File: config.mk
export PLATFORM = sky130hd
export DESIGN_NAME = register_vm_execute_unit
export DESIGN_NICKNAME = d
export VERILOG_FILES = /design/src/design/rvx_pkg.sv /design/src/design/register_vm_execute_unit.sv /design/src/design/rvx_exec.sv
export SDC_FILE = /design/constraint.sdc
export NUM_CORES = 2
export LEC_CHECK = 0
export BUFFER_PORTS_ARGS = -buffer_cell sky130_fd_sc_hd__buf_2
export CAP_MARGIN = 20
export CORE_AREA = 2 2 519 521
export DETAILED_ROUTE_END_ITERATION = 12
export DIE_AREA = 0 0 521 523
export GPL_TIMING_DRIVEN = 1
export HOLD_SLACK_MARGIN = 0.1
export PLACE_DENSITY_LB_ADDON = 0.1
export RECOVER_POWER = 50
export SYNTH_ARGS = -nofsm -noshare
export SYNTH_HDL_FRONTEND = slang
export SYNTH_MEMORY_MAX_BITS = 65536
export SYNTH_SLANG_ARGS = --single-unit
File: constraint.sdc
create_clock -name clk -period 19.35 [get_ports clk]
set_clock_uncertainty 0.1 [all_clocks]
set_input_delay 3.87 -clock clk [delete_from_list [all_inputs] [get_ports clk]]
set_output_delay 3.87 -clock clk [all_outputs]
set_load 0.01 [all_outputs]
File: src/design/rvx_pkg.sv
// Shared types, command and status codes and default sizes for the register VM execute unit.
package rvx_pkg;

	localparam int NUM_REGS_DEF  = 16;
	localparam int MEM_WORDS_DEF = 256;

	localparam int WORD_W     = 16;
	localparam int CMD_W      = 3;
	localparam int REG_FLD_W  = 4;
	localparam int ADDR_FLD_W = 8;
	localparam int STATUS_W   = 2;

	localparam logic [CMD_W-1:0] CMD_ADD      = 3'd0;
	localparam logic [CMD_W-1:0] CMD_MOVE_REG = 3'd1;
	localparam logic [CMD_W-1:0] CMD_MOVE_IMM = 3'd2;
	localparam logic [CMD_W-1:0] CMD_LOAD     = 3'd3;
	localparam logic [CMD_W-1:0] CMD_STORE    = 3'd4;
	localparam logic [CMD_W-1:0] CMD_READ_REG = 3'd5;
	localparam logic [CMD_W-1:0] CMD_READ_MEM = 3'd6;

	localparam logic [STATUS_W-1:0] ST_SILENT   = 2'd0;
	localparam logic [STATUS_W-1:0] ST_VALID    = 2'd1;
	localparam logic [STATUS_W-1:0] ST_OVERFLOW = 2'd2;

	typedef logic [WORD_W-1:0] word_t;

	typedef struct packed {
		logic  reg_we;
		word_t reg_wdata;
		logic  mem_we;
		word_t mem_wdata;
	} wb_t;

endpackage

File: src/design/register_vm_execute_unit.sv
// Top level of the register VM execute unit: input stage, register file, data memory, result register.
// A taken command is registered in the input stage, executed, then held in the result register.
// Throughput: one command per cycle unless busy; the write-back is bypassed into the next reads.
// Reset clears control at once, then a clearing pass zeroes the register file and data memory
// while busy is high.
// Results cannot be held off: each appears for one cycle under strobe.
module register_vm_execute_unit #(
	parameter int NUM_REGS  = rvx_pkg::NUM_REGS_DEF,
	parameter int MEM_WORDS = rvx_pkg::MEM_WORDS_DEF
) (
	input  logic                           clk,
	input  logic                           arst_n,
	input  logic                           start,
	output logic                           busy,
	input  logic [rvx_pkg::CMD_W-1:0]      cmd,
	input  logic [rvx_pkg::REG_FLD_W-1:0]  dest_reg,
	input  logic [rvx_pkg::REG_FLD_W-1:0]  src_reg,
	input  logic [rvx_pkg::ADDR_FLD_W-1:0] mem_addr,
	input  logic [rvx_pkg::WORD_W-1:0]     immediate,
	output logic                           strobe,
	output logic [rvx_pkg::WORD_W-1:0]     value,
	output logic [rvx_pkg::STATUS_W-1:0]   status
);

	localparam int RW        = $clog2(NUM_REGS);
	localparam int MW        = $clog2(MEM_WORDS);
	localparam int CLR_DEPTH = (NUM_REGS > MEM_WORDS) ? NUM_REGS : MEM_WORDS;
	localparam int CW        = $clog2(CLR_DEPTH);
	localparam int REG_CODES = 2 ** rvx_pkg::REG_FLD_W;
	localparam int MEM_CODES = 2 ** rvx_pkg::ADDR_FLD_W;

	logic [RW-1:0] reg_wrap [REG_CODES];
	logic [MW-1:0] mem_wrap [MEM_CODES];

	genvar gi;
	generate
		for (gi = 0; gi < REG_CODES; gi++) begin : g_reg_wrap
			localparam int RIDX = gi % NUM_REGS;
			assign reg_wrap[gi] = RW'(RIDX);
		end
		for (gi = 0; gi < MEM_CODES; gi++) begin : g_mem_wrap
			localparam int MIDX = gi % MEM_WORDS;
			assign mem_wrap[gi] = MW'(MIDX);
		end
	endgenerate

	logic          clearing_q;
	logic [CW-1:0] clr_q;
	logic          accept;

	logic                         valid_s1;
	logic [rvx_pkg::CMD_W-1:0]    cmd_s1;
	logic [RW-1:0]                d_idx_s1;
	logic [MW-1:0]                a_idx_s1;
	rvx_pkg::word_t               imm_s1;
	rvx_pkg::word_t               rd_d_s1;
	rvx_pkg::word_t               rd_s_s1;
	rvx_pkg::word_t               mrd_s1;

	logic [RW-1:0] d_idx;
	logic [RW-1:0] s_idx;
	logic [MW-1:0] a_idx;

	rvx_pkg::word_t               ex_value;
	logic [rvx_pkg::STATUS_W-1:0] ex_status;
	rvx_pkg::wb_t                 wb;

	logic           reg_we;
	logic [RW-1:0]  reg_waddr;
	rvx_pkg::word_t reg_wdata;
	logic           mem_we;
	logic [MW-1:0]  mem_waddr;
	rvx_pkg::word_t mem_wdata;

	rvx_pkg::word_t regs [NUM_REGS];
	rvx_pkg::word_t mem  [MEM_WORDS];

	logic           strobe_q;
	rvx_pkg::word_t value_q;
	logic [rvx_pkg::STATUS_W-1:0] status_q;

	assign busy   = clearing_q;
	assign accept = start & ~clearing_q;

	assign d_idx = reg_wrap[dest_reg];
	assign s_idx = reg_wrap[src_reg];
	assign a_idx = mem_wrap[mem_addr];

	always_ff @(posedge clk or negedge arst_n) begin
		if (!arst_n) begin
			clearing_q <= 1'b1;
			clr_q      <= '0;
		end else if (clearing_q) begin
			if (clr_q == CW'(CLR_DEPTH - 1)) begin
				clearing_q <= 1'b0;
			end
			clr_q <= clr_q + 1'b1;
		end
	end

	always_ff @(posedge clk or negedge arst_n) begin
		if (!arst_n) begin
			valid_s1 <= 1'b0;
		end else begin
			valid_s1 <= accept;
		end
	end

	always_ff @(posedge clk) begin
		if (accept) begin
			cmd_s1   <= cmd;
			d_idx_s1 <= d_idx;
			a_idx_s1 <= a_idx;
			imm_s1   <= immediate;
		end
	end

	rvx_exec u_exec (
		.cmd       (cmd_s1),
		.immediate (imm_s1),
		.reg_d     (rd_d_s1),
		.reg_s     (rd_s_s1),
		.mem_rd    (mrd_s1),
		.value     (ex_value),
		.status    (ex_status),
		.wb        (wb)
	);

	always_comb begin
		if (clearing_q) begin
			reg_we    = 1'b1;
			reg_waddr = clr_q[RW-1:0];
			reg_wdata = '0;
			mem_we    = 1'b1;
			mem_waddr = clr_q[MW-1:0];
			mem_wdata = '0;
		end else begin
			reg_we    = valid_s1 & wb.reg_we;
			reg_waddr = d_idx_s1;
			reg_wdata = wb.reg_wdata;
			mem_we    = valid_s1 & wb.mem_we;
			mem_waddr = a_idx_s1;
			mem_wdata = wb.mem_wdata;
		end
	end

	// The command in the execute stage writes back at the same edge as the next reads,
	// so a matching address takes the write data instead of the stored word.
	always_ff @(posedge clk) begin
		if (reg_we) begin
			regs[reg_waddr] <= reg_wdata;
		end
		rd_d_s1 <= (reg_we && (reg_waddr == d_idx)) ? reg_wdata : regs[d_idx];
		rd_s_s1 <= (reg_we && (reg_waddr == s_idx)) ? reg_wdata : regs[s_idx];
	end

	always_ff @(posedge clk) begin
		if (mem_we) begin
			mem[mem_waddr] <= mem_wdata;
		end
		mrd_s1 <= (mem_we && (mem_waddr == a_idx)) ? mem_wdata : mem[a_idx];
	end

	always_ff @(posedge clk or negedge arst_n) begin
		if (!arst_n) begin
			strobe_q <= 1'b0;
		end else begin
			strobe_q <= valid_s1;
		end
	end

	always_ff @(posedge clk) begin
		if (valid_s1) begin
			value_q  <= ex_value;
			status_q <= ex_status;
		end
	end

	assign strobe = strobe_q;
	assign value  = value_q;
	assign status = status_q;

endmodule

File: src/design/rvx_exec.sv
// Instruction execution logic: result value, status and write-back controls for one command.
module rvx_exec (
	input  logic [rvx_pkg::CMD_W-1:0]    cmd,
	input  rvx_pkg::word_t               immediate,
	input  rvx_pkg::word_t               reg_d,
	input  rvx_pkg::word_t               reg_s,
	input  rvx_pkg::word_t               mem_rd,
	output rvx_pkg::word_t               value,
	output logic [rvx_pkg::STATUS_W-1:0] status,
	output rvx_pkg::wb_t                 wb
);

	logic [rvx_pkg::WORD_W:0] sum;

	assign sum = {1'b0, reg_d} + {1'b0, reg_s};

	always_comb begin
		value         = '0;
		status        = rvx_pkg::ST_SILENT;
		wb.reg_we     = 1'b0;
		wb.reg_wdata  = reg_s;
		wb.mem_we     = 1'b0;
		wb.mem_wdata  = reg_s;
		unique case (cmd)
			rvx_pkg::CMD_ADD: begin
				if (sum[rvx_pkg::WORD_W]) begin
					status = rvx_pkg::ST_OVERFLOW;
				end else begin
					wb.reg_we    = 1'b1;
					wb.reg_wdata = sum[rvx_pkg::WORD_W-1:0];
					value        = sum[rvx_pkg::WORD_W-1:0];
					status       = rvx_pkg::ST_VALID;
				end
			end
			rvx_pkg::CMD_MOVE_REG: begin
				wb.reg_we    = 1'b1;
				wb.reg_wdata = reg_s;
			end
			rvx_pkg::CMD_MOVE_IMM: begin
				wb.reg_we    = 1'b1;
				wb.reg_wdata = immediate;
			end
			rvx_pkg::CMD_LOAD: begin
				wb.reg_we    = 1'b1;
				wb.reg_wdata = mem_rd;
			end
			rvx_pkg::CMD_STORE: begin
				wb.mem_we    = 1'b1;
				wb.mem_wdata = reg_s;
			end
			rvx_pkg::CMD_READ_REG: begin
				value  = reg_d;
				status = rvx_pkg::ST_VALID;
			end
			rvx_pkg::CMD_READ_MEM: begin
				value  = mem_rd;
				status = rvx_pkg::ST_VALID;
			end
			default: begin
				value  = '0;
				status = rvx_pkg::ST_SILENT;
			end
		endcase
	end

endmodule

* Yosys cells after proc, flatten, opt, wreduce, memory -nomap -nowiden
Memory sizes are Yosys's and may differ from the RTL's. A register that Yosys moved wholly into a read port is not among the register bits.
Index checks and enable logic that the tools add are counted.
** Word-level totals
- Memory bits (writable) :: 4352
- Memories :: 5
- Register bits :: 60
- Bits in read-only memories :: 2176
** Cells by class
- Add/sub/neg operators :: 2
- Bitwise gates (word level) :: 7
- Eq/ne operators :: 7
- Multiplexer cells :: 25
- Reduce and logical (&&, ||, !) cells :: 2
- Magnitude comparators :: 3
** Memories
- mem :: words 256, bits a word 16, read ports 1, clocked after memory_dff 1, wr ports 1, RTL line register_vm_execute_unit.sv:76 : rvx_pkg::word_t mem [MEM_WORDS];
- (no name shown) :: words 256, bits a word 8, read ports 1, clocked after memory_dff 0, wr ports 0, RTL line register_vm_execute_unit.sv:87 : assign a_idx = mem_wrap[mem_addr];
- regs :: words 16, bits a word 16, read ports 2, clocked after memory_dff 2, wr ports 1, RTL line register_vm_execute_unit.sv:75 : rvx_pkg::word_t regs [NUM_REGS];
- (no name shown) :: words 16, bits a word 4, read ports 1, clocked after memory_dff 0, wr ports 0, RTL line register_vm_execute_unit.sv:86 : assign s_idx = reg_wrap[src_reg];
- (no name shown) :: words 16, bits a word 4, read ports 1, clocked after memory_dff 0, wr ports 0, RTL line register_vm_execute_unit.sv:85 : assign d_idx = reg_wrap[dest_reg];
** Operators with widths (count)
- $pmux 17 s4 :: 1
- $mux 16 :: 3
- $pmux 16 s3 :: 1
- $mux 17 :: 2
- $mux 8 :: 3
- $mux 4 :: 5
- $add 16x16->17 :: 1
- $ge 5x5->1 const B :: 2
- $not 4->5 :: 2
- $eq 3x3->1 const B :: 3
- $ge 9x9->1 const B :: 1
- $not 8->9 :: 1
- $add 8x1->8 const B :: 1
- $eq 8x8->1 const B :: 1
- $mux 1 :: 8
- $eq 3x2->1 const B :: 2
- $pmux 2 s2 :: 1
- $and 1x1->1 :: 3
- $eq 3x1->1 const B :: 1
- $logic_not 3->1 :: 1
- $mux 2 :: 1
- $reduce_or 2->1 :: 1
- $not 1->1 :: 1

* Longest topological paths before layout
- Word-level depth :: 7
- Depth in mapped cells :: 16
- Depth with buffers taken out :: 12

* By module
Synthesis repeated with hierarchy kept, for this count alone.
** Unflattened totals
- Cells, all modules :: 8306
- Area, all modules :: 174329.7 µm²
** Modules (own cells, without submodules)
- register_vm_execute_unit :: cells an instance 8055, instances 1, area each 172500.4 µm²
- rvx_exec :: cells an instance 251, instances 1, area each 1829.3 µm²

* Worst setup path after synthesis
Ideal clock, no wire load.
- Path kind :: reg2reg
- From :: register (tool-made name)
- To :: memory mem[0][11] (netlist name), data pin
- Period minus slack after synthesis :: 8588 ps
- Data arrival time :: 7087 ps
- Cell stages (with the launch flop) :: 6
- Slack :: 10762 ps
- Buffers on the path :: 1
- Cells stage by stage :: dfxtp_1 > clkbuf_1 > mux4_2 > mux4_2 > inv_1 > nor2_1
** RTL lines (RTL line)
- to (decl) :: register_vm_execute_unit.sv:76

==> metrics.md <==
| Metric | Value |
|---|---|
| Status | complete, but fails checks |
| Failing checks | max-capacitance violations, max-slew violations |
| WS Path Type | reg -> reg |
| Fillcell total | 15200 |
| Full die area | 272000 um2 |
| Starting DRT DRC Count | ~15000 |
| Multi-input logic area | approximately 38000 um2 |
| Routed wire length | 486000 um |
| Clk pwr share | 40.4% |
| Final Max Tran Viols | between 2000 and 2500 |
| Synth Area per Inst | roughly 22 um2 |
| Remaining global-route overflow | 0 |
| Max Cap Violations | 49 |
| Sw frac | around 22% |
| RSZ-0062 raised after global routing | false |
| Antenna viol nets, final | 0 |
| Setup TNS | 0 ps |
| Share of layout cells above drive strength 1 | 26.7% |
| Combinational Power Share | 6.5% |
| Routed WL per cell | about 40 um |
| Hold WS | approximately 450 ps |
| Sequential cell area | 133000 um2 |
| Cells after synthesis | 7787 |
| First-pass GRT wire length | 677000 um |
| Vias in the first global route | 87600 |
| PortBufs | 57 |
| Final Cycle Share | about 65% |
| Peak Freq | 0.0790 GHz |
| Leakage | approximately 60 nW |
| Max Root-Sink Buffers | 4 |
| Clock sink total | 4428 |
| Peak VDD IR | 0.0842 mV |
| Routability congestion estimate | 0.928 |
| CTS root buffer | clkbuf_16 |
| Vias/cell | approximately 7.3 |
| Post-CTS Repair Setup Buffers | 0 |
| Critical path startpoint category | flip-flop |
| Synthesis warning total | 0 |
| CP arrival | 12740 ps |
| EDFF count, synth | 4401 |
| Starting Density | around two thirds |
| Boundary Pins | 58 |
| Crit path capture type | flip-flop |
| Synth unique cells | 79 |
| H-tree Lvls | 5 |
| Post-layout net count | 8359 |
| Area growth syn-to-layout | 11.4% |
| Row count | 190 |
| Vias | 89400 |
| # setup viols final | 0 |
| Initial antenna violation count | 32 |
| Worst-skew pair later-pin latency | around 990 ps |
| Worst Tran Pin Value | 5700 ps |
| Max transition margin | -280% |
| Synth async-reset ratio | 0.248% |
| TritonCTS clock tree | yes |
| Cell Area, Synth | approximately 170000 um2 |
| Worst min path class | reg -> reg |
| Crit path time final | 12650 ps |
| DRC viols | 0 |
| HPWL after detailed placement | between 200000 and 300000 um |
| Resized Gates After CTS | 0 |
| CTS Hold Bufs | 0 |
| Synthesis-stage register bit count | 4428 |
| Pwr dens | 106 nW/um2 |
| Pin count of the biggest net entering global routing | 193 |
| Switching Power | ~4.6 mW |
| Width of the die | between 500 and 600 um |
| Register area share after synthesis | between 70% and 80% |
| Num CTS Buffers | 426 |
| Tot Pwr | 20.4 mW |
| Clock-pin slew on the worst setup and hold paths | 60 ps |
| All-Layer GR Usage | 36.0% |
| Critical Path RT | 19440 ps |
| First-pass iteration count of the detailed router | 8 |
| Crit-path max FO | 86 |
| Fin. Hold Viols | 0 |
| Seq pwr share | 53.2% |
| Chip height | 523 um |
| Ys flop type | edfxtp_1 |
| Internal power | between 15 and 20 mW |
| Core area | 267000 um2 |
| Syn nets | between 7000 and 8000 |
per-stage QoR:
step           instance area [um2]  setup WS (ps)  utilization, %  instances
2_1_floorplan               173000          10760               -       7787
3_3_place_gp                179000           9250            67.1      11400
3_5_place_dp                180000          11480            67.3      11400
4_1_cts                     193000          11440            72.4      12200
5_1_grt                     192000           6130            72.1      12200
6_report                    193000           6700            72.1      12200
kinds of logic after synthesis:
logic type / after synthesis / share of synthesized area [%]
AND/OR/NAND/NOR: 888 / 2.24
buffers and inverters: 465 / 1.38
multiplexers: 1389 / 17.0
flip-flops: 4428 / 76.8
adder cells (fa/ha/maj): 18 / 0.135
XOR/XNOR: 18 / 0.0913
AO/OA/AOI/OAI: 581 / 2.35
power groups by stage:
stage                     registers (mW)  clock network, mW  logic, mW
final                               10.8               8.23       1.32
after global routing                10.8               8.61       1.36
after CTS                           10.8               8.27       1.29
after detailed placement            11.0                  0       1.28
after global placement              11.0                  0       1.24
after floorplan                     11.1                  0      0.740
cell usage in the layout (no fill, tap or decap), types with 15 or more instances in the layout:
| cell | count |
|---|---|
| a211oi_1 | 34 |
| a21oi_1 | 89 |
| a221oi_1 | 27 |
| a22o_1 | 27 |
| a22oi_1 | 135 |
| a31oi_1 | 29 |
| and2_0 | 16 |
| buf_12 | 15 |
| buf_2 | 48 |
| buf_4 | 254 |
| bufinv_16 | 39 |
| clkbuf_1 | 269 |
| clkbuf_16 | 433 |
| clkinv_1 | 125 |
| clkinv_2 | 79 |
| diode_2 | 19 |
| edfxtp_1 | 4401 |
| ha_1 | 17 |
| mux2_2 | 55 |
| mux2i_1 | 110 |
| mux4_2 | 1224 |
| nand2_1 | 271 |
| nand3_1 | 78 |
| nor2_1 | 298 |
| nor2_2 | 44 |
| nor2b_1 | 16 |
| nor3_1 | 39 |
| o211ai_1 | 16 |
| o21ai_0 | 66 |
| o221ai_1 | 15 |
| o22ai_1 | 42 |
path summary, 6_finish.rpt:
check,startpoint,to,slack [ps],cells after the start
max,flip-flop,mem[197][4],6700,5
min,clr_q[4],clr_q[4],450,1
max reg2reg,flip-flop,mem[197][4],6700,5
min reg2reg,clr_q[4],clr_q[4],450,1
max in group asynchronous,arst_n,clr_q[0],15400,1
min in group asynchronous,arst_n,valid_s1,3030,1
sequential cells by signal (all words and copies together) (netlist names), 2 cells and up, named ones only:
register / flops
mem: 4096
regs: 256
imm_s1: 16
value: 16
a_idx_s1: 8
clr_q: 8
d_idx_s1: 4
cmd_s1: 3
status: 2
critical path, stage by stage (launching register included):
cell and delay (ps):
dfxtp_2 310, clkbuf_1 3070, mux4_2 760, mux4_2 330
and2_0 4060, clkbuf_1 3040
synthesized netlist by cell type (43+ instances only):
library cell / number / area share, %
nand2_1: 277 / 0.60
buf_1: 51 / 0.11
clkbuf_1: 188 / 0.41
mux4_2: 1224 / 16
mux2i_1: 110 / 0.64
buf_4: 83 / 0.36
o22ai_1: 43 / 0.16
nand3_1: 78 / 0.23
edfxtp_1: 4401 / 77
buf_2: 93 / 0.27
mux2_2: 55 / 0.36
nor2_1: 354 / 0.77
a22oi_1: 135 / 0.59
o21ai_0: 67 / 0.19
a21oi_1: 89 / 0.26
routing by layer:
metal / GRT usage, % / wire length (um)
met1: 51.3 / 168000
met4: 17.4 / 27500
met5: 0 / 142
met2: 53.4 / 224000
met3: 8.97 / 66800
cell type report:
cell class | instances | area share [%]
clock inverter | 277 | 1.30
clock buffer | 513 | 5.81
inverter | 23 | 0.0513
multi-input combinational | 2894 | 19.7
sequential | 4428 | 69.0
timing repair buffer | 530 | 1.83
tap | 3552 | 2.31
antenna | 19 | 0.0247
(Power assumes the default switching activity.)
